<file path="src/rtl/core/anpm_pkg.sv">
`timescale 1ns / 1ps
`default_nettype none
// ----------------------------------------------------------------------------
// AS-path NFA matcher package
// Shared sizes, instruction codes and the record types of the matcher.
// ----------------------------------------------------------------------------
package anpm_pkg;

   localparam int PROGRAM_DEPTH = 64;
   localparam int THREAD_LIST   = 32;
   localparam int MAX_GROUPS    = 8;
   localparam int MAX_RECORDS   = 8;
   localparam int NUM_RECORDS   = (MAX_GROUPS < MAX_RECORDS) ? MAX_GROUPS : MAX_RECORDS;
   localparam int CHAIN_LIMIT   = PROGRAM_DEPTH + 1;

   localparam int IDX_W   = 6;
   localparam int SLOT_W  = $clog2(THREAD_LIST);
   localparam int CNT_W   = $clog2(THREAD_LIST + 1);
   localparam int GRP_W   = $clog2(MAX_GROUPS);
   localparam int GK_W    = GRP_W + 1;
   localparam int CHAIN_W = $clog2(CHAIN_LIMIT + 1);
   localparam int PC_AW   = 1 + SLOT_W;
   localparam int CAP_AW  = 1 + SLOT_W + GRP_W;

   localparam logic [15:0] NO_POS    = 16'hFFFF;
   localparam logic [15:0] POS_LIMIT = 16'hFFFE;
   localparam logic [15:0] COUNT_MAX = 16'hFFFF;

   typedef enum logic [3:0] {
      K_AS     = 4'd0,
      K_NOT_AS = 4'd1,
      K_ANY    = 4'd2,
      K_BEGIN  = 4'd3,
      K_END    = 4'd4,
      K_OPEN   = 4'd5,
      K_CLOSE  = 4'd6,
      K_ALT    = 4'd7,
      K_NOP    = 4'd8,
      K_STOP   = 4'd9
   } kind_type;

   typedef struct packed {
      logic [3:0]       kind;
      logic [IDX_W-1:0] next_idx;
      logic [IDX_W-1:0] alt_idx;
      logic [2:0]       group;
      logic [31:0]      asn;
   } prog_entry_type;

   typedef struct packed {
      logic [15:0] start_pos;
      logic [15:0] end_pos;
   } cap_type;

   typedef struct packed {
      logic                         we;
      logic [IDX_W-1:0]             waddr;
      prog_entry_type               wdata;
      logic [IDX_W-1:0]             raddr;
   } prog_req_type;

   typedef struct packed {
      logic              pc_we;
      logic [PC_AW-1:0]  pc_waddr;
      logic [IDX_W-1:0]  pc_wdata;
      logic [PC_AW-1:0]  pc_raddr;
      logic              cap_we;
      logic [CAP_AW-1:0] cap_waddr;
      cap_type           cap_wdata;
      logic [CAP_AW-1:0] cap_raddr;
   } thr_req_type;

endpackage
`default_nettype wire

</file>
<file path="src/rtl/core/anpm_prog_store.sv">
`timescale 1ns / 1ps
`default_nettype none
// ----------------------------------------------------------------------------
// Program store
// Single-port-write, registered-read memory of compiled instructions.
// ----------------------------------------------------------------------------
module anpm_prog_store
   import anpm_pkg::*;
(
   input  wire logic         clock,
   input  wire prog_req_type prog_req,
   output prog_entry_type    prog_rdata
);

   prog_entry_type mem [PROGRAM_DEPTH];

   always_ff @(posedge clock) begin
      if (prog_req.we) begin
         mem[prog_req.waddr] <= prog_req.wdata;
      end
      prog_rdata <= mem[prog_req.raddr];
   end

endmodule
`default_nettype wire

</file>
<file path="config.mk">
export PLATFORM = sky130hd
export DESIGN_NAME = anpm_prog_store
export DESIGN_NICKNAME = d
export VERILOG_FILES = /design/src/rtl/core/anpm_pkg.sv /design/src/rtl/core/anpm_prog_store.sv
export SDC_FILE = /design/constraint.sdc
export NUM_CORES = 2
export LEC_CHECK = 0
export BUFFER_PORTS_ARGS = -buffer_cell sky130_fd_sc_hd__buf_4
export CORE_MARGIN = 2
export CORE_UTILIZATION = 45
export CTS_CLUSTER_SIZE = 10
export DETAILED_ROUTE_END_ITERATION = 10
export HOLD_SLACK_MARGIN = 0.03
export SLEW_MARGIN = 20
export SYNTH_ARGS = -nofsm -noshare
export SYNTH_HDL_FRONTEND = slang
export SYNTH_SLANG_ARGS = --single-unit
</file>
<file path="constraint.sdc">
create_clock -name clock -period 5.8 [get_ports clock]
set_input_delay 0.58 -clock clock [delete_from_list [all_inputs] [get_ports clock]]
set_output_delay 0.58 -clock clock [all_outputs]
set_load 0.005 [all_outputs]
</file>
# == Word-level counts from Yosys, hierarchy flattened ==
# Memory sizes are Yosys's and may differ from the RTL's. A register that Yosys moved wholly into a read port is not among the register bits.
# Index checks and enable logic that the tools add are counted.
# op_classes
reduce_logical,0
n_eq_ne,0
order_cmp,0
add_sub_neg,0
mux,2
mul,0
shift,0
n_div,0
n_bitwise,0
# ops
op,n
1-bit 2-to-1 mux,2
# word_totals
mem_bits_rw,3264
latch_bits,0
in_bits,65
register_bits,0
out_inout_bits,51
wordCells,3
rom_bits,0
mem_count,1
# mem_list
name,depth,word_bits,rd,rd_ports_with_merged_regs,wr,line,text
mem,64,51,1,1,1,anpm_prog_store.sv:15,prog_entry_type mem [PROGRAM_DEPTH];

# == Logic depth before layout (Yosys ltp) ==
# depth
word_depth,2
depth_mapped,10
depth_no_buf,5

# == Worst setup path before layout ==
# OpenSTA, ideal clock, no wires.
# synth_timing
path_type,in2reg
startpoint,input port prog_req[60] (netlist bit)
endpoint,"memory mem[48][0] (netlist bit), enable pin"
arrival_time_ps,4553
path_slack_ps,724
stages,4
setup_time_ps,522
cell_sequence,clkbuf_1 > nor2b_1 > nand4b_1 > nor3_1
# synth_rtl
item,line,text
start: declaration,anpm_prog_store.sv:11,"input wire prog_req_type prog_req,"
end: declaration,anpm_prog_store.sv:15,
# Straight into the memory's write port.

==> impl_results.md <==
- Status: finished clean
- Placed Instances: 8,898
- Critical path's slowest cell: mux4_2
- Number of buffers added on ports: 115
- Hold WC Path Type: in -> reg
- Antenna Nets Post-Route: 0
- Register bit count reported by yosys: 3,315
- Met1 Usage GRT: 35.9%
- Die area: 281,000 um^2
- Drt total wl: 353,000 um
- Global Route met3 Usage: 3.54%
- GRT overflow: 0
- Most used DFF post-synth: edfxtp_1
- Gr usage total: 25.1%
- Max Root-Sink Buffers: 4
- CTS buffer count: 377
- DRT Pass-1 Iters: 5
- Via-to-Cell Ratio: 6.32
- Largest net degree at the start of global routing: 87
- Critical register-to-register path endpoint: prog_rdata[3]
- Register-to-register setup slack: 3.74 ns
- Hold buffer count at CTS: 0
- Rows: 193
- Hold_ws: 0.194 ns
- CP startpoint kind: input port
- Clock sink count: 3,315
- Cells on worst reg2reg path: 4
- Fillers: 21,200
- Dpl hpwl: 184,000 um
- Number of synthesized flops with an enable pin: 3,264
- P&R area growth vs syn: 14.2%
- Initial antenna violation count: 14
- Pleak: 43.7 nW
- WHS Endpoint: mem[14][47]
- Synthesized Nets: 5,251
- CTS tree: done
- Setup TNS: 0 ns
- Max Slew Vio Count: 0
- Average size of a mapped cell: 24.0 um^2
- Setup bufs post-CTS: 0
- Layout cell share with drive strength beyond 1: 29.7%
- Worst Path Required: 6.54 ns
- PD cells: 354 nW/um^2
- Final Skew: 0.0486 ns
- First-pass GRT wire length: 486,000 um
- Hold path depth: 1
- CTS Root Cell: clkbuf_16
- Via Count: 60,200
- Clock transition at path regs: 0.05 ns
- Drt first-iter violations: 8,396
- Seq/Total Area, Yosys: 79.5%
- GP Congestion: 0.784
- # nets final: 5,638
- Die H: 530 um
- WP data arrival: 3.51 ns
- Worst Path Buf+Inv: 3
- Starting Density: 45.1%
- Core Area: 276,000 um^2
- H-tree Lvls: 5
- Crit path max-delay family: multiplexers
- Worst-path fanout max: 72
- Met2 usage: 40.4%
- Unrepaired setup endpoints after global routing: no
- Number of placed I/O pins: 116
- Min-delay src: prog_req[53]
- Worst setup path start: prog_req[0]
- Synthesized area: 125,000 um^2
- Die width: 530 um
- Max Clock Freq: 0.361 GHz
- Residual DRC count: 0
- Peak supply drop: 304 uV
- Endpoints failing hold: 0
- Number of global-route vias before repair: 59,900
- Max incr delay on CP: 0.54 ns
- Routed WL per cell: 37.1 um
- Post-Layout Cell Count: 9,524
- Worst reg2reg path startpoint: mem[45][3]
- Clock latency at the later pin of the worst-skew pair: 0.90 ns
- YS warnings: 0
- Cells after synthesis: 5,186
- GR peak layer: met2
- PostCTS Resize Cnt: 0
- FFs w/ async S/R, synth: 0%
- Netlist cell types: 31
- CP endpoint kind: register
- CP Class: in -> reg
- Maxcap violations: 0
- Worst-Margin Slew: 1.04 ns
- Slew HR: 31.0%
- Min cycle time layout: 2.77 ns
- Tcrit/Tclk final: 47.8%
- Crit-path cells: buf_16 -> buf_12 -> buf_12 -> mux4_2 -> mux4_2 -> o22ai_1 -> nor2_1
- Setup violators final: 0
==> worst max path at each step <==
stage	end	slack, ns	cells past startpoint
2_1_floorplan	mem[48][0]	0.72	4
3_3_place_gp	prog_rdata[3]	2.15	7
3_5_place_dp	prog_rdata[3]	2.15	7
4_1_cts	prog_rdata[3]	3.09	7
5_1_grt	prog_rdata[3]	2.90	7
6_report	prog_rdata[3]	3.03	7
==> worst register-to-register path, cell delays in order, from the launching register on <==
cell and delay, ns:
edfxtp_1 0.37, mux4_2 0.45, mux4_2 0.54, o22ai_1 0.46, nor2_1 0.10
==> registers in the layout, summed over array words and instances (netlist names) <==
signal      count
mem          3264
prog_rdata     51
==> cell families after synthesis <==
kind of cell | Yosys count | share of synthesized area, %
flip-flops | 3315 | 79.5
multiplexers | 984 | 16.8
AO/OA/AOI/OAI | 337 | 1.72
buffers and inverters | 291 | 1.07
AND/OR/NAND/NOR | 259 | 0.888
==> stage by stage <==
step	util [%]	instance area [um^2]	total power [mW]	setup WS, ns
5_1_grt	51.6	142000	51.6	2.90
3_3_place_gp	47.6	131000	29.4	2.15
6_report	51.6	142000	50.3	3.03
4_1_cts	51.5	142000	50.6	3.09
3_5_place_dp	47.6	131000	29.5	2.15
2_1_floorplan	-	125000	28.3	0.724
==> metal layers <==
layer | vias up | routed length (um)
met5 | - | 39
met2 | 3135 | 172000
met1 | 33300 | 142000
met4 | 6 | 11300
met3 | 559 | 28400
li1 | 23200 | -
==> cells in the final DEF (no fill, tap or decap), types with 2 or more instances in the layout <==
master and n:
a21oi_1 67, a31oi_1 18, buf_12 63, buf_4 231, buf_8 2, bufinv_16 3, clkbuf_1 213, clkbuf_16 386
clkbuf_8 2, clkinv_8 2, dfxtp_1 51, diode_2 7, edfxtp_1 3264, inv_16 5, inv_6 4, mux2_2 48
mux2i_1 50, mux4_2 886, nand2_1 46, nand2b_1 4, nand2b_2 4, nand3_1 5, nand3b_1 4, nand4_1 2
nand4b_1 2, nor2_1 97, nor2_4 62, nor2b_1 5, nor3_1 8, nor3_2 2, o21ai_0 33, o221a_2 7
o221ai_1 50, o22ai_1 161, or2_2 3, or3_1 3, or3b_2 5
==> Yosys cell counts (all sizes together) (3+ instances only) <==
cell    instances  area share, %
edfxtp       3264             79
mux4          886             16
buf           175           0.72
o22ai         161           0.81
nor2          159           0.48
clkbuf        115           0.35
a21oi          67           0.27
dfxtp          51           0.82
mux2i          50           0.40
o221ai         50           0.35
mux2           48           0.43
nand2          48           0.14
o21ai          33           0.13
a31oi          18          0.090
nor3           10          0.040
nand2b          9          0.045
nor2b           7          0.035
o221a           7          0.063
nand3           5          0.020
or3b            5          0.035
nand3b          4          0.024
or2             4          0.020
or3             3          0.015
==> power by group <==
part	internal, mW	leakage (nW)	total (mW)	switching [mW]
logic	0.908	8.80	2.32	1.41
clock network	12.4	5.16	21.3	8.96
registers	26.5	29.8	26.7	0.113
total	39.8	43.7	50.3	10.5
==> layout make-up <==
cell class	count	area (um^2)	area share, %
Tap cell	3705	4640	3.26
Timing Repair Buffer	298	3070	2.16
Inverter	1	6.26	0.00440
Antenna cell	7	17.5	0.0123
Sequential cell	3315	99000	69.6
Clock buffer	600	10500	7.36
Clock inverter	18	304	0.214
Multi-Input combinational cell	1580	24800	17.4
Note: power is estimated with default switching activity, not from simulation.
