$ cat src/rtl/core/anpm_pkg.sv
`timescale 1ns / 1ps
`default_nettype none
// ----------------------------------------------------------------------------
// AS-path NFA matcher package
// Shared sizes, instruction codes and the record types of the matcher.
// ----------------------------------------------------------------------------
package anpm_pkg;

   localparam int PROGRAM_DEPTH = 64;
   localparam int THREAD_LIST   = 32;
   localparam int MAX_GROUPS    = 8;
   localparam int MAX_RECORDS   = 8;
   localparam int NUM_RECORDS   = (MAX_GROUPS < MAX_RECORDS) ? MAX_GROUPS : MAX_RECORDS;
   localparam int CHAIN_LIMIT   = PROGRAM_DEPTH + 1;

   localparam int IDX_W   = 6;
   localparam int SLOT_W  = $clog2(THREAD_LIST);
   localparam int CNT_W   = $clog2(THREAD_LIST + 1);
   localparam int GRP_W   = $clog2(MAX_GROUPS);
   localparam int GK_W    = GRP_W + 1;
   localparam int CHAIN_W = $clog2(CHAIN_LIMIT + 1);
   localparam int PC_AW   = 1 + SLOT_W;
   localparam int CAP_AW  = 1 + SLOT_W + GRP_W;

   localparam logic [15:0] NO_POS    = 16'hFFFF;
   localparam logic [15:0] POS_LIMIT = 16'hFFFE;
   localparam logic [15:0] COUNT_MAX = 16'hFFFF;

   typedef enum logic [3:0] {
      K_AS     = 4'd0,
      K_NOT_AS = 4'd1,
      K_ANY    = 4'd2,
      K_BEGIN  = 4'd3,
      K_END    = 4'd4,
      K_OPEN   = 4'd5,
      K_CLOSE  = 4'd6,
      K_ALT    = 4'd7,
      K_NOP    = 4'd8,
      K_STOP   = 4'd9
   } kind_type;

   typedef struct packed {
      logic [3:0]       kind;
      logic [IDX_W-1:0] next_idx;
      logic [IDX_W-1:0] alt_idx;
      logic [2:0]       group;
      logic [31:0]      asn;
   } prog_entry_type;

   typedef struct packed {
      logic [15:0] start_pos;
      logic [15:0] end_pos;
   } cap_type;

   typedef struct packed {
      logic                         we;
      logic [IDX_W-1:0]             waddr;
      prog_entry_type               wdata;
      logic [IDX_W-1:0]             raddr;
   } prog_req_type;

   typedef struct packed {
      logic              pc_we;
      logic [PC_AW-1:0]  pc_waddr;
      logic [IDX_W-1:0]  pc_wdata;
      logic [PC_AW-1:0]  pc_raddr;
      logic              cap_we;
      logic [CAP_AW-1:0] cap_waddr;
      cap_type           cap_wdata;
      logic [CAP_AW-1:0] cap_raddr;
   } thr_req_type;

endpackage
`default_nettype wire

$ cat src/rtl/core/anpm_req_if.sv
`timescale 1ns / 1ps
`default_nettype none
// ----------------------------------------------------------------------------
// Request channel
// Valid/ready channel carrying load and symbol transactions.
// ----------------------------------------------------------------------------
interface anpm_req_if;
   logic        valid;
   logic        ready;
   logic        op;
   logic [5:0]  instr_index;
   logic [3:0]  instr_type;
   logic [5:0]  next_index;
   logic [5:0]  alt_index;
   logic [2:0]  group_number;
   logic [31:0] asn_value;
   logic        symbol_first;
   logic        symbol_end;

   modport source (output valid, op, instr_index, instr_type, next_index, alt_index,
                   group_number, asn_value, symbol_first, symbol_end, input ready);
   modport sink (input valid, op, instr_index, instr_type, next_index, alt_index,
                 group_number, asn_value, symbol_first, symbol_end, output ready);
endinterface
`default_nettype wire

$ cat src/rtl/core/anpm_rsp_if.sv
`timescale 1ns / 1ps
`default_nettype none
// ----------------------------------------------------------------------------
// Response channel
// Valid/ready channel carrying group record transactions.
// ----------------------------------------------------------------------------
interface anpm_rsp_if;
   logic        valid;
   logic        ready;
   logic        matched;
   logic [2:0]  group_id;
   logic [15:0] group_start;
   logic [15:0] group_end;
   logic        error;
   logic        last;

   modport source (output valid, matched, group_id, group_start, group_end, error, last,
                   input ready);
   modport sink (input valid, matched, group_id, group_start, group_end, error, last,
                 output ready);
endinterface
`default_nettype wire

$ cat src/rtl/core/anpm_engine.sv
`timescale 1ns / 1ps
`default_nettype none
// ----------------------------------------------------------------------------
// Matcher engine
// Sequencer walking the thread lists and epsilon chains, plus record output.
// ----------------------------------------------------------------------------
module anpm_engine
   import anpm_pkg::*;
(
   input  wire logic       clock,
   input  wire logic       reset,
   anpm_req_if.sink        req_chan,
   anpm_rsp_if.source      rsp_chan,
   input  wire logic [5:0] start_index,
   output prog_req_type    prog_req,
   input  prog_entry_type  prog_rdata,
   output thr_req_type     thr_req,
   input  wire logic [IDX_W-1:0] pc_rdata,
   input  cap_type         cap_rdata
);

   typedef enum logic [10:0] {
      ST_IDLE     = 11'b000_0000_0001,
      ST_START    = 11'b000_0000_0010,
      ST_ADD_SCAN = 11'b000_0000_0100,
      ST_ADD_CMP  = 11'b000_0000_1000,
      ST_ADD_WR   = 11'b000_0001_0000,
      ST_RUN_NEXT = 11'b000_0010_0000,
      ST_LOAD     = 11'b000_0100_0000,
      ST_FETCH    = 11'b000_1000_0000,
      ST_EXEC     = 11'b001_0000_0000,
      ST_FINISH   = 11'b010_0000_0000,
      ST_EMIT     = 11'b100_0000_0000
   } state_type;

   typedef enum logic [1:0] {
      RET_RUN    = 2'd0,
      RET_DONE   = 2'd1,
      RET_FOLLOW = 2'd2
   } ret_type;

   state_type        state_ff;
   ret_type          ret_ff;
   logic             ovf_ff;
   logic [CNT_W-1:0] cnt_ff [2];
   logic             lsel_ff;
   cap_type          best_ff [MAX_GROUPS];
   cap_type          work_ff [MAX_GROUPS];
   logic [15:0]      mcount_ff;
   logic [15:0]      pos_ff;
   logic [31:0]      sym_ff;
   logic             first_ff;
   logic             end_ff;
   logic [CNT_W-1:0] i_ff;
   logic [CNT_W-1:0] j_ff;
   logic [GK_W-1:0]  k_ff;
   logic [CHAIN_W-1:0] n_ff;
   logic [IDX_W-1:0] pc_ff;
   logic [IDX_W-1:0] follow_pc_ff;
   logic             add_list_ff;
   logic [IDX_W-1:0] add_pc_ff;
   logic [SLOT_W-1:0] add_slot_ff;
   logic             add_append_ff;
   logic [GRP_W-1:0] emit_ff;

   logic             rsp_valid_ff;
   logic             rsp_matched_ff;
   logic [2:0]       rsp_group_id_ff;
   logic [15:0]      rsp_group_start_ff;
   logic [15:0]      rsp_group_end_ff;
   logic             rsp_error_ff;
   logic             rsp_last_ff;

   logic cl, nl;
   logic req_accept;
   logic consume_ok;
   logic x_add, x_list, x_follow;
   logic [IDX_W-1:0] x_pc;
   ret_type x_ret;
   logic finish_add, follow_go, thread_done, chain_more, clear_path;
   logic [IDX_W-1:0] follow_target;
   logic emit_load;
   logic rec_matched, rec_error, rec_last;
   logic [15:0] rec_start, rec_end;
   logic [GRP_W-1:0] g;
   logic [GRP_W-1:0] emit_nx;
   logic pc_hit, cap_better;

   assign cl         = lsel_ff;
   assign nl         = ~lsel_ff;
   assign req_chan.ready = (state_ff == ST_IDLE);
   assign req_accept = req_chan.valid && (state_ff == ST_IDLE);
   assign g          = prog_rdata.group[GRP_W-1:0];

   // Instruction decode for the execute step
   always_comb begin
      consume_ok = 1'b0;
      x_add      = 1'b0;
      x_list     = nl;
      x_pc       = prog_rdata.next_idx;
      x_ret      = RET_DONE;
      x_follow   = 1'b0;
      case (prog_rdata.kind) inside
         K_AS:     consume_ok = !end_ff && (prog_rdata.asn == sym_ff);
         K_NOT_AS: consume_ok = !end_ff && (prog_rdata.asn != sym_ff);
         K_ANY:    consume_ok = !end_ff;
         default:  consume_ok = 1'b0;
      endcase
      case (prog_rdata.kind) inside
         K_AS, K_NOT_AS, K_ANY: x_add = consume_ok;
         K_BEGIN:               x_follow = first_ff;
         K_END:                 x_follow = end_ff;
         K_OPEN, K_CLOSE, K_NOP: x_follow = 1'b1;
         K_ALT: begin
            x_add  = 1'b1;
            x_list = cl;
            x_pc   = prog_rdata.alt_idx;
            x_ret  = RET_FOLLOW;
         end
         default: x_follow = 1'b0;
      endcase
   end

   assign pc_hit     = (pc_rdata == add_pc_ff);
   assign cap_better = (work_ff[0].start_pos < cap_rdata.start_pos);
   assign finish_add = ((state_ff == ST_ADD_CMP) && pc_hit && !cap_better) ||
                       ((state_ff == ST_ADD_WR) && (k_ff == GK_W'(MAX_GROUPS - 1)));
   assign follow_go  = ((state_ff == ST_EXEC) && !x_add && x_follow) ||
                       (finish_add && (ret_ff == RET_FOLLOW));
   assign follow_target = (state_ff == ST_EXEC) ? prog_rdata.next_idx : follow_pc_ff;
   assign chain_more = (CHAIN_W'(n_ff + 1'b1) < CHAIN_W'(CHAIN_LIMIT));
   assign thread_done = ((state_ff == ST_EXEC) && !x_add && !x_follow) ||
                        (finish_add && (ret_ff == RET_DONE)) ||
                        (follow_go && !chain_more);

   // Record selection for the end of a path
   assign emit_nx = GRP_W'(emit_ff + 1'b1);
   always_comb begin
      rec_matched = 1'b0;
      rec_start   = NO_POS;
      rec_end     = 16'd0;
      rec_error   = 1'b0;
      rec_last    = 1'b1;
      if (ovf_ff) begin
         rec_error = 1'b1;
      end else if (mcount_ff != 16'd0) begin
         rec_matched = 1'b1;
         rec_start   = best_ff[emit_ff].start_pos;
         rec_end     = best_ff[emit_ff].end_pos;
         rec_last    = (emit_ff == GRP_W'(NUM_RECORDS - 1)) ||
                       (best_ff[emit_nx].start_pos == NO_POS);
      end
   end

   assign emit_load  = !rsp_valid_ff || rsp_chan.ready;
   assign clear_path = (req_accept && req_chan.op && req_chan.symbol_first) ||
                       ((state_ff == ST_EMIT) && emit_load && rec_last);

   // Memory requests
   always_comb begin
      prog_req.we             = req_accept && !req_chan.op;
      prog_req.waddr          = req_chan.instr_index;
      prog_req.wdata.kind     = req_chan.instr_type;
      prog_req.wdata.next_idx = req_chan.next_index;
      prog_req.wdata.alt_idx  = req_chan.alt_index;
      prog_req.wdata.group    = req_chan.group_number;
      prog_req.wdata.asn      = req_chan.asn_value;
      prog_req.raddr          = pc_ff;

      thr_req.pc_we     = (state_ff == ST_ADD_WR) && (k_ff == '0) && add_append_ff;
      thr_req.pc_waddr  = {add_list_ff, add_slot_ff};
      thr_req.pc_wdata  = add_pc_ff;
      thr_req.cap_we    = (state_ff == ST_ADD_WR);
      thr_req.cap_waddr = {add_list_ff, add_slot_ff, k_ff[GRP_W-1:0]};
      thr_req.cap_wdata = work_ff[k_ff[GRP_W-1:0]];
      if (state_ff == ST_EXEC) begin
         // write the new whole-match start back so later merges compare against it
         thr_req.cap_we    = (prog_rdata.kind == K_OPEN) && (g == '0);
         thr_req.cap_waddr = {cl, i_ff[SLOT_W-1:0], GRP_W'(0)};
         thr_req.cap_wdata = '{start_pos: pos_ff, end_pos: work_ff[0].end_pos};
      end
      if (state_ff == ST_LOAD) begin
         thr_req.pc_raddr  = {cl, i_ff[SLOT_W-1:0]};
         thr_req.cap_raddr = {cl, i_ff[SLOT_W-1:0], k_ff[GRP_W-1:0]};
      end else begin
         thr_req.pc_raddr  = {add_list_ff, j_ff[SLOT_W-1:0]};
         thr_req.cap_raddr = {add_list_ff, j_ff[SLOT_W-1:0], GRP_W'(0)};
      end
   end

   // Sequencer
   always_ff @(posedge clock) begin
      if (reset) begin
         state_ff      <= ST_IDLE;
         ret_ff        <= RET_RUN;
         ovf_ff        <= 1'b0;
         cnt_ff[0]     <= '0;
         cnt_ff[1]     <= '0;
         lsel_ff       <= 1'b0;
         for (int b = 0; b < MAX_GROUPS; b++) begin
            best_ff[b] <= '0;
         end
         best_ff[0]    <= '{start_pos: NO_POS, end_pos: 16'd0};
         mcount_ff     <= '0;
         pos_ff        <= '0;
         i_ff          <= '0;
         j_ff          <= '0;
         k_ff          <= '0;
         n_ff          <= '0;
         pc_ff         <= '0;
         add_append_ff <= 1'b0;
         emit_ff       <= '0;
         rsp_valid_ff  <= 1'b0;
      end else begin
         if (rsp_valid_ff && rsp_chan.ready) begin
            rsp_valid_ff <= 1'b0;
         end
         unique case (state_ff)
            ST_IDLE: begin
               if (req_accept && req_chan.op) begin
                  sym_ff   <= req_chan.asn_value;
                  first_ff <= req_chan.symbol_first;
                  end_ff   <= req_chan.symbol_end;
                  state_ff <= ST_START;
               end
            end
            ST_START: begin
               if (ovf_ff) begin
                  state_ff <= end_ff ? ST_EMIT : ST_IDLE;
               end else begin
                  cnt_ff[nl] <= '0;
                  i_ff       <= '0;
                  if (mcount_ff == 16'd0) begin
                     add_list_ff <= cl;
                     add_pc_ff   <= start_index;
                     ret_ff      <= RET_RUN;
                     j_ff        <= '0;
                     state_ff    <= ST_ADD_SCAN;
                  end else begin
                     state_ff <= ST_RUN_NEXT;
                  end
               end
            end
            ST_ADD_SCAN: begin
               if (j_ff < cnt_ff[add_list_ff]) begin
                  state_ff <= ST_ADD_CMP;
               end else if (cnt_ff[add_list_ff] >= CNT_W'(THREAD_LIST)) begin
                  ovf_ff   <= 1'b1;
                  state_ff <= ST_FINISH;
               end else begin
                  add_slot_ff   <= cnt_ff[add_list_ff][SLOT_W-1:0];
                  add_append_ff <= 1'b1;
                  k_ff          <= '0;
                  state_ff      <= ST_ADD_WR;
               end
            end
            ST_ADD_CMP: begin
               if (pc_hit) begin
                  if (cap_better) begin
                     add_slot_ff   <= j_ff[SLOT_W-1:0];
                     add_append_ff <= 1'b0;
                     k_ff          <= '0;
                     state_ff      <= ST_ADD_WR;
                  end
               end else begin
                  j_ff     <= CNT_W'(j_ff + 1'b1);
                  state_ff <= ST_ADD_SCAN;
               end
            end
            ST_ADD_WR: begin
               if ((k_ff == '0) && add_append_ff) begin
                  cnt_ff[add_list_ff] <= CNT_W'(cnt_ff[add_list_ff] + 1'b1);
               end
               k_ff <= GK_W'(k_ff + 1'b1);
            end
            ST_RUN_NEXT: begin
               if (i_ff < cnt_ff[cl]) begin
                  k_ff     <= '0;
                  state_ff <= ST_LOAD;
               end else begin
                  state_ff <= ST_FINISH;
               end
            end
            ST_LOAD: begin
               if (k_ff == GK_W'(MAX_GROUPS)) begin
                  pc_ff    <= pc_rdata;
                  n_ff     <= '0;
                  state_ff <= ST_FETCH;
               end else begin
                  k_ff <= GK_W'(k_ff + 1'b1);
               end
            end
            ST_FETCH: begin
               state_ff <= ST_EXEC;
            end
            ST_EXEC: begin
               follow_pc_ff <= prog_rdata.next_idx;
               if (prog_rdata.kind == K_STOP) begin
                  // keep leftmost, then longest
                  if ((mcount_ff == 16'd0) ||
                      (work_ff[0].start_pos < best_ff[0].start_pos) ||
                      ((work_ff[0].start_pos == best_ff[0].start_pos) &&
                       (pos_ff > best_ff[0].end_pos))) begin
                     for (int b = 1; b < MAX_GROUPS; b++) begin
                        best_ff[b] <= work_ff[b];
                     end
                     best_ff[0] <= '{start_pos: work_ff[0].start_pos, end_pos: pos_ff};
                  end
                  if (mcount_ff != COUNT_MAX) begin
                     mcount_ff <= mcount_ff + 16'd1;
                  end
               end
               if (x_add) begin
                  add_list_ff <= x_list;
                  add_pc_ff   <= x_pc;
                  ret_ff      <= x_ret;
                  j_ff        <= '0;
                  state_ff    <= ST_ADD_SCAN;
               end
            end
            ST_FINISH: begin
               if (!ovf_ff) begin
                  lsel_ff <= nl;
               end
               if (pos_ff < POS_LIMIT) begin
                  pos_ff <= pos_ff + 16'd1;
               end
               state_ff <= end_ff ? ST_EMIT : ST_IDLE;
            end
            ST_EMIT: begin
               if (emit_load) begin
                  rsp_valid_ff       <= 1'b1;
                  rsp_matched_ff     <= rec_matched;
                  rsp_group_id_ff    <= emit_ff;
                  rsp_group_start_ff <= rec_start;
                  rsp_group_end_ff   <= rec_end;
                  rsp_error_ff       <= rec_error;
                  rsp_last_ff        <= rec_last;
                  if (rec_last) begin
                     emit_ff  <= '0;
                     state_ff <= ST_IDLE;
                  end else begin
                     emit_ff <= emit_nx;
                  end
               end
            end
            default: state_ff <= ST_IDLE;
         endcase

         // Common exits of the add routine and the chain walk
         if (finish_add && (ret_ff == RET_RUN)) begin
            state_ff <= ST_RUN_NEXT;
         end
         if (follow_go && chain_more) begin
            n_ff     <= CHAIN_W'(n_ff + 1'b1);
            pc_ff    <= follow_target;
            state_ff <= ST_FETCH;
         end
         if (thread_done) begin
            i_ff     <= CNT_W'(i_ff + 1'b1);
            state_ff <= ST_RUN_NEXT;
         end

         if (clear_path) begin
            cnt_ff[0] <= '0;
            cnt_ff[1] <= '0;
            lsel_ff   <= 1'b0;
            for (int b = 0; b < MAX_GROUPS; b++) begin
               best_ff[b] <= '0;
            end
            best_ff[0] <= '{start_pos: NO_POS, end_pos: 16'd0};
            mcount_ff  <= '0;
            pos_ff     <= '0;
            ovf_ff     <= 1'b0;
         end
      end
   end

   // Working capture vector of the thread in flight
   always_ff @(posedge clock) begin
      if ((state_ff == ST_START) && !ovf_ff && (mcount_ff == 16'd0)) begin
         for (int b = 0; b < MAX_GROUPS; b++) begin
            work_ff[b] <= '0;
         end
         work_ff[0] <= '{start_pos: pos_ff, end_pos: 16'd0};
         work_ff[1] <= '{start_pos: NO_POS, end_pos: 16'd0};
      end else if ((state_ff == ST_LOAD) && (k_ff != '0)) begin
         work_ff[GRP_W'(k_ff - 1'b1)] <= cap_rdata;
      end else if (state_ff == ST_EXEC) begin
         case (prog_rdata.kind) inside
            K_OPEN: begin
               work_ff[g].start_pos <= pos_ff;
               if (g != GRP_W'(MAX_GROUPS - 1)) begin
                  work_ff[GRP_W'(g + 1'b1)] <= '{start_pos: NO_POS, end_pos: 16'd0};
               end
            end
            K_CLOSE: work_ff[g].end_pos <= pos_ff;
            K_STOP:  work_ff[0].end_pos <= pos_ff;
            default: ;
         endcase
      end
   end

   assign rsp_chan.valid       = rsp_valid_ff;
   assign rsp_chan.matched     = rsp_matched_ff;
   assign rsp_chan.group_id    = rsp_group_id_ff;
   assign rsp_chan.group_start = rsp_group_start_ff;
   assign rsp_chan.group_end   = rsp_group_end_ff;
   assign rsp_chan.error       = rsp_error_ff;
   assign rsp_chan.last        = rsp_last_ff;

   a_cnt_bound: assert property (@(posedge clock) disable iff (reset)
      (cnt_ff[0] <= CNT_W'(THREAD_LIST)) && (cnt_ff[1] <= CNT_W'(THREAD_LIST)))
      else $error("thread count beyond list size");

   a_append_room: assert property (@(posedge clock) disable iff (reset)
      ((state_ff == ST_ADD_WR) && add_append_ff && (k_ff == '0)) |->
      (cnt_ff[add_list_ff] < CNT_W'(THREAD_LIST)))
      else $error("append into a full thread list");

   a_chain_bound: assert property (@(posedge clock) disable iff (reset)
      (state_ff == ST_EXEC) |-> (n_ff < CHAIN_W'(CHAIN_LIMIT)))
      else $error("epsilon chain ran past its limit");

   a_best_valid: assert property (@(posedge clock) disable iff (reset)
      ((state_ff == ST_EMIT) && !ovf_ff && (mcount_ff != 16'd0)) |->
      (best_ff[0].start_pos != NO_POS))
      else $error("match counted without a kept start");

endmodule
`default_nettype wire
$ cat src/flat_wrapper.sv
// flat-port wrapper written by rule: the top's interface ports become plain ports
module anpm_engine_flat import anpm_pkg::*;
  (clock, reset, start_index, prog_req, prog_rdata, thr_req, pc_rdata, cap_rdata, req_chan_valid, req_chan_op, req_chan_instr_index, req_chan_instr_type, req_chan_next_index, req_chan_alt_index, req_chan_group_number, req_chan_asn_value, req_chan_symbol_first, req_chan_symbol_end, req_chan_ready, rsp_chan_valid, rsp_chan_matched, rsp_chan_group_id, rsp_chan_group_start, rsp_chan_group_end, rsp_chan_error, rsp_chan_last, rsp_chan_ready);
  anpm_req_if req_chan_i ();
  anpm_rsp_if rsp_chan_i ();
  input  wire logic clock;
  input  wire logic reset;
  input  wire logic [5:0] start_index;
  output prog_req_type prog_req;
  input  prog_entry_type prog_rdata;
  output thr_req_type thr_req;
  input  wire logic [IDX_W-1:0] pc_rdata;
  input  cap_type cap_rdata;
  input wire logic [$bits(req_chan_i.valid)-1:0] req_chan_valid;
  input wire logic [$bits(req_chan_i.op)-1:0] req_chan_op;
  input wire logic [$bits(req_chan_i.instr_index)-1:0] req_chan_instr_index;
  input wire logic [$bits(req_chan_i.instr_type)-1:0] req_chan_instr_type;
  input wire logic [$bits(req_chan_i.next_index)-1:0] req_chan_next_index;
  input wire logic [$bits(req_chan_i.alt_index)-1:0] req_chan_alt_index;
  input wire logic [$bits(req_chan_i.group_number)-1:0] req_chan_group_number;
  input wire logic [$bits(req_chan_i.asn_value)-1:0] req_chan_asn_value;
  input wire logic [$bits(req_chan_i.symbol_first)-1:0] req_chan_symbol_first;
  input wire logic [$bits(req_chan_i.symbol_end)-1:0] req_chan_symbol_end;
  output wire logic [$bits(req_chan_i.ready)-1:0] req_chan_ready;
  output wire logic [$bits(rsp_chan_i.valid)-1:0] rsp_chan_valid;
  output wire logic [$bits(rsp_chan_i.matched)-1:0] rsp_chan_matched;
  output wire logic [$bits(rsp_chan_i.group_id)-1:0] rsp_chan_group_id;
  output wire logic [$bits(rsp_chan_i.group_start)-1:0] rsp_chan_group_start;
  output wire logic [$bits(rsp_chan_i.group_end)-1:0] rsp_chan_group_end;
  output wire logic [$bits(rsp_chan_i.error)-1:0] rsp_chan_error;
  output wire logic [$bits(rsp_chan_i.last)-1:0] rsp_chan_last;
  input wire logic [$bits(rsp_chan_i.ready)-1:0] rsp_chan_ready;
  assign req_chan_i.valid = req_chan_valid;
  assign req_chan_i.op = req_chan_op;
  assign req_chan_i.instr_index = req_chan_instr_index;
  assign req_chan_i.instr_type = req_chan_instr_type;
  assign req_chan_i.next_index = req_chan_next_index;
  assign req_chan_i.alt_index = req_chan_alt_index;
  assign req_chan_i.group_number = req_chan_group_number;
  assign req_chan_i.asn_value = req_chan_asn_value;
  assign req_chan_i.symbol_first = req_chan_symbol_first;
  assign req_chan_i.symbol_end = req_chan_symbol_end;
  assign req_chan_ready = req_chan_i.ready;
  assign rsp_chan_valid = rsp_chan_i.valid;
  assign rsp_chan_matched = rsp_chan_i.matched;
  assign rsp_chan_group_id = rsp_chan_i.group_id;
  assign rsp_chan_group_start = rsp_chan_i.group_start;
  assign rsp_chan_group_end = rsp_chan_i.group_end;
  assign rsp_chan_error = rsp_chan_i.error;
  assign rsp_chan_last = rsp_chan_i.last;
  assign rsp_chan_i.ready = rsp_chan_ready;
  anpm_engine u_core (.clock(clock), .reset(reset), .req_chan(req_chan_i), .rsp_chan(rsp_chan_i), .start_index(start_index), .prog_req(prog_req), .prog_rdata(prog_rdata), .thr_req(thr_req), .pc_rdata(pc_rdata), .cap_rdata(cap_rdata));
endmodule
$ cat config.mk
export PLATFORM = sky130hd
export DESIGN_NAME = anpm_engine_flat
export DESIGN_NICKNAME = d
export VERILOG_FILES = /design/src/rtl/core/anpm_pkg.sv /design/src/rtl/core/anpm_req_if.sv /design/src/rtl/core/anpm_rsp_if.sv /design/src/rtl/core/anpm_engine.sv /design/src/flat_wrapper.sv
export SDC_FILE = /design/constraint.sdc
export NUM_CORES = 2
export LEC_CHECK = 0
export BUFFER_PORTS_ARGS = -buffer_cell sky130_fd_sc_hd__buf_2
export CAP_MARGIN = 30
export CELL_PAD_IN_SITES_DETAIL_PLACEMENT = 0
export CELL_PAD_IN_SITES_GLOBAL_PLACEMENT = 1
export CORE_MARGIN = 3
export CORE_UTILIZATION = 42
export DETAILED_ROUTE_END_ITERATION = 12
export PLACE_DENSITY = 0.77
export SLEW_MARGIN = 20
export SYNTH_ARGS = -nofsm -noshare
export SYNTH_HDL_FRONTEND = slang
export SYNTH_SLANG_ARGS = --single-unit
$ cat constraint.sdc
create_clock -name clock -period 5 [get_ports clock]
set_clock_uncertainty 0.1 [all_clocks]
set_input_delay 0.75 -clock clock [delete_from_list [all_inputs] [get_ports clock]]
set_output_delay 0.75 -clock clock [all_outputs]
set_load 0.01 [all_outputs]
; ---- Word-level counts from Yosys, hierarchy flattened
; Memory sizes are Yosys's and may differ from the RTL's. A register that Yosys moved wholly into a read port is not among the register bits.
; Index checks and enable logic that the tools add are counted.
[op_classes]
n_addsub = 10
mul = 0
n_div = 0
magnitude_cmp = 8
eq_ne = 62
n_shift = 0
mux = 189
bitwise_logic = 29
reduce_logical = 88
[ops]
columns = op, n
row1 = two-way mux 32 bit, 23
row2 = two-way mux 6 bit, 26
row3 = case mux 11 bit (11 select lines), 1
row4 = two-way mux 11 bit, 10
row5 = OR reduction 32 bit, 3
row6 = two-way mux 1 bit, 86
row7 = two-way mux 42 bit, 1
row8 = "adder 16 x 1 -> 16 bit, second input constant", 2
row9 = == test 32 bit, 1
row10 = < comparator 16 bit, 2
row11 = != test 32 bit, 1
row12 = logical AND 1 bit, 28
row13 = AND reduction 7 bit, 4
row14 = two-way mux 4 bit, 6
row15 = bitwise OR 1 bit, 23
row16 = two-way mux 7 bit, 3
row17 = "== test 4 x 3 -> 1 bit, second input constant", 5
row18 = two-way mux 10 bit, 2
row19 = two-way mux 2 bit, 10
row20 = two-way mux 5 bit, 4
row21 = case mux 4 bit (5 select lines), 1
row22 = "adder 6 x 1 -> 6 bit, second input constant", 3
row23 = two-way mux 3 bit, 6
row24 = case mux 6 bit (3 select lines), 1
row25 = 69 further kinds, 134
[word_totals]
ff_bits = 139
latchBits = 0
ramBits = 524
romBits = 0
input_bits = 159
wordCells = 416
mem_count = 3
[memory_table]
columns = memory, depth, width, rd, rd_ports_with_merged_regs, write_ports, line
row1 = u_core.best_ff, 8, 32, 3, 1, 8, anpm_engine.sv:47  ; cap_type best_ff [MAX_GROUPS];
row2 = u_core.work_ff, 8, 32, 9, 1, 8, anpm_engine.sv:48  ; cap_type work_ff [MAX_GROUPS];
row3 = u_core.cnt_ff, 2, 6, 2, 2, 2, anpm_engine.sv:45  ; logic [CNT_W-1:0] cnt_ff [2];

; ---- Logic depth before layout (Yosys ltp)
[logic_depth]
word_depth = 14
ltp_mapped = 14
mapped_depth_nobuf = 10

; ---- Worst setup path before layout
; OpenSTA, ideal clock, no wires.
[synth_path]
path_type = reg2reg
start = mem u_core.best_ff[0][30] in the netlist's numbering
end = mem u_core.best_ff[1][0] in the netlist's numbering (enable)
arrival_time_ns = 4.600
required_time_ns = 4.442
slack_ns = -0.157
path_stages_with_launch = 13
path_buffers = 2
cell_sequence = dfxtp_1 inv_1 ha_1 nand3_1 or4_1 a211oi_1 nand2_1 a21o_1 o211ai_1 buf_2 clkbuf_1 o21ai_0 nand2_1
[synth_lines]
columns = element, line
row1 = from (decl), anpm_engine.sv:47

==> qor.yml <==
run_status:
  status: "complete, no violations"
logic_synthesis:
  async_reset_ff_share_pct: 0
  synthTopCellsByCount: "dfxtp_1 (502), nand2_1 (488), nand3_1 (406)"
  ys_ff_latch: 700
  syn_area_um2: 36000
  synth_top_area_cell: "dfxtp_1"
  yosysTopAreaCellShare_pct: 27.9
  synth_edf_count: 198
  synthTopCellsByArea: "dfxtp_1 (28%), edfxtp_1 (17%), mux4_2 (8.0%), nand3_1 (5.6%), o211ai_1 (5.4%)"
  synth_nets: 4086
  yosysUniqueCellTypes: 73
  yosysMostFrequentCell: "dfxtp_1"
  synth_flop_cell: "dfxtp_1"
  seq_area_frac_synth_pct: 44.5
  syn_inst: 3856
  yosys_warnings: 0
  syn_avg_cell_area_um2: 9.33
sta:
  worstMarginPinSlew_ps: 1110
  min_period_ps: 4250
  fmax_ghz: 0.235
  final_hold_viol_count: 0
  rsz0062_at_grt: "false"
  final.setup.worst_slack_ps: 750
  relSlewSlack_pct: 25.9
  slew_viol_final: 0
  setup_viol: 0
  fin_setup_tns_ps: 0
  finalCritPeriodShare_pct: 85.0
cts:
  cts.sinks: 700
  cts_setup_buffers: 0
  cts_inserted_buffers: 80
  clk_latency_ps: 640
  clkTransAtPathRegs_ps: 60
  clk_path_buf_depth: 3
  cts_hold_buf: 0
  h-tree-depth: 3
  cts_tree: "yes"
  root_buffer: "clkbuf_16"
  cts_resized: 0
global_route:
  grt_max_degree: 161
  grt_pass1_vias: 29600
  overflow: 0
  antenna_found_initial: 3
  grt_use_total_pct: 28.2
  grt_pass1_wl_um: 193000
place:
  gp_congestion: 0.957
  placed_cell_area_um2: 37900
  io_buffers: 282
  post-place-ws_ps: 848
  hpwl_um: 86600
routing:
  dr.pass1.iters: 6
  initialDrtViolationCount: 3811
  ant_nets: 0
  drc: 0
  post_drt_wl_per_cell_um: 25.4
  vias: 31600
  vias_per_cell: 6.17
  routed_wl_um: 130000
setup_path:
  start_kind: "flop"
  crit_type: "reg -> out"
  cp_data_arrival_time_ps: 3400
  crit_fanout: 68
  worstPathRequired_ps: 4150
  end_kind: "output pin"
power_and_ir_drop:
  p_leak_nw: 14.3
  vdd_drop_max_v: 0.000259
  power_density_nw_per_um2: 334
floorplanning:
  die_height_um: 299
  pin_count: 333
  initial_core_util_pct: 42.7
  die_area_um2: 89200
  dieWidth_um: 299
  coreArea_um2: 84200
  rows: 106
cells_and_area:
  diodes: 0
  area_delta_synth_final_pct: 12.8
  stdcell_area_um2: 40600
  drive_gt1_share_pct: 17.0
  nets: 4147
hold_path:
  hp-class: "in -> reg"
job:
  maxCapViolations: 0
## report_power, final
part / total [mW] / internal, mW / switching, mW
clock network: 5.96 / 3.52 / 2.44
logic: 1.16 / 0.492 / 0.665
registers: 6.43 / 6.14 / 0.288
total: 13.5 / 10.2 / 3.39
## registers in the layout (all words and copies together) (netlist names), 12 cells and up, named ones only
| register | count |
|---|---|
| u_core.mcount_ff | 16 |
| u_core.pos_ff | 16 |
| u_core.best_ff | 256 |
| u_core.work_ff | 256 |
| u_core.rsp_chan.group_end | 16 |
| u_core.rsp_chan.group_start | 16 |
| u_core.cnt_ff | 12 |
| u_core.sym_ff | 32 |
## worst max-delay path: stages (launching register included)
cell and delay [ps]:
dfxtp_1 460, nor3_2 140, nand4_4 110, buf_4 310, buf_4 720, nor2_1 80
a21oi_1 570, buf_2 260
## final timing paths
path,start,endpoint,slack (ps),cells after the start
max,u_core.state_ff[1]$_SDFFE_PP0P_,thr_req[11],750,7
min,req_chan_asn_value[23],u_core.sym_ff[23]$_DFFE_PP_,210,1
max reg2reg,u_core.emit_ff[1]$_SDFFE_PP0P_,u_core.best_ff[2][21]$_SDFFCE_PP0P_,770,12
min reg2reg,u_core.work_ff[3][10]$_SDFFE_PP0P_,u_core.work_ff[3][10]$_SDFFE_PP0P_,370,2
## placed cells by master, fill, tap and decap left out, drive strengths merged, types with 19 or more instances in the layout
cell / synthesis / layout
o211ai: 260 / 260
ha: 71 / 71
xnor2: 62 / 62
edfxtp: 198 / 198
nand2b: 28 / 28
o21ai: 57 / 57
and3: 31 / 31
o2111ai: 19 / 19
clkbuf: 242 / 121
dfxtp: 502 / 502
nor2b: 22 / 22
inv: 78 / 82
nor4: 21 / 21
mux4: 128 / 128
a21oi: 245 / 245
and2: 110 / 110
nor3: 48 / 48
a31oi: 152 / 152
mux2i: 87 / 87
nor2: 214 / 214
nand2: 488 / 488
nand4: 57 / 57
nand3: 406 / 406
buf: 151 / 371
## kinds of logic (layout without fill, tap and decap cells)
kind of cell               count (synthesis)  count (layout)  synth area share, %
and+or+nand+nor                         1486            1486                 19.9
AOI/OAI and AO/OA                        825             825                 14.8
DFF                                      700             700                 44.5
buffers and inverters                    472             596                 5.76
muxes                                    223             223                 10.7
xor gates and xnor gates                  79              79                 1.92
adders and majority gates                 71              71                 2.47
## metrics by stage
stage	util (%)	hold slack, ps	std cells	total power, mW
after floorplan	-	332	3856	7.16
after global placement	44.9	360	4963	7.64
after detailed placement	45.0	368	4966	7.67
after CTS	48.1	174	5111	13.6
after global routing	48.2	180	5114	14.0
final	48.2	206	5114	13.5
## metal layers
metal,vias up,wire length [µm],track usage [%],part of all wire [%]
met5,-,13,0,0.010
met4,2,5800,11.6,4.5
met3,295,11900,5.94,9.2
met2,1596,58100,43.4,45
met1,15400,53900,38.6,42
li1,14300,-,-,-
## cell type report
cell class              count  area, µm²
clock buffers             120       2320
multi-input cells        2684      18000
inverters                  79        297
fillers                  7933      43700
clock inverters            25        289
well taps                1134       1420
flip-flops and latches    700      16000
repair buffers            372       2250
(Power assumes the default switching activity.)
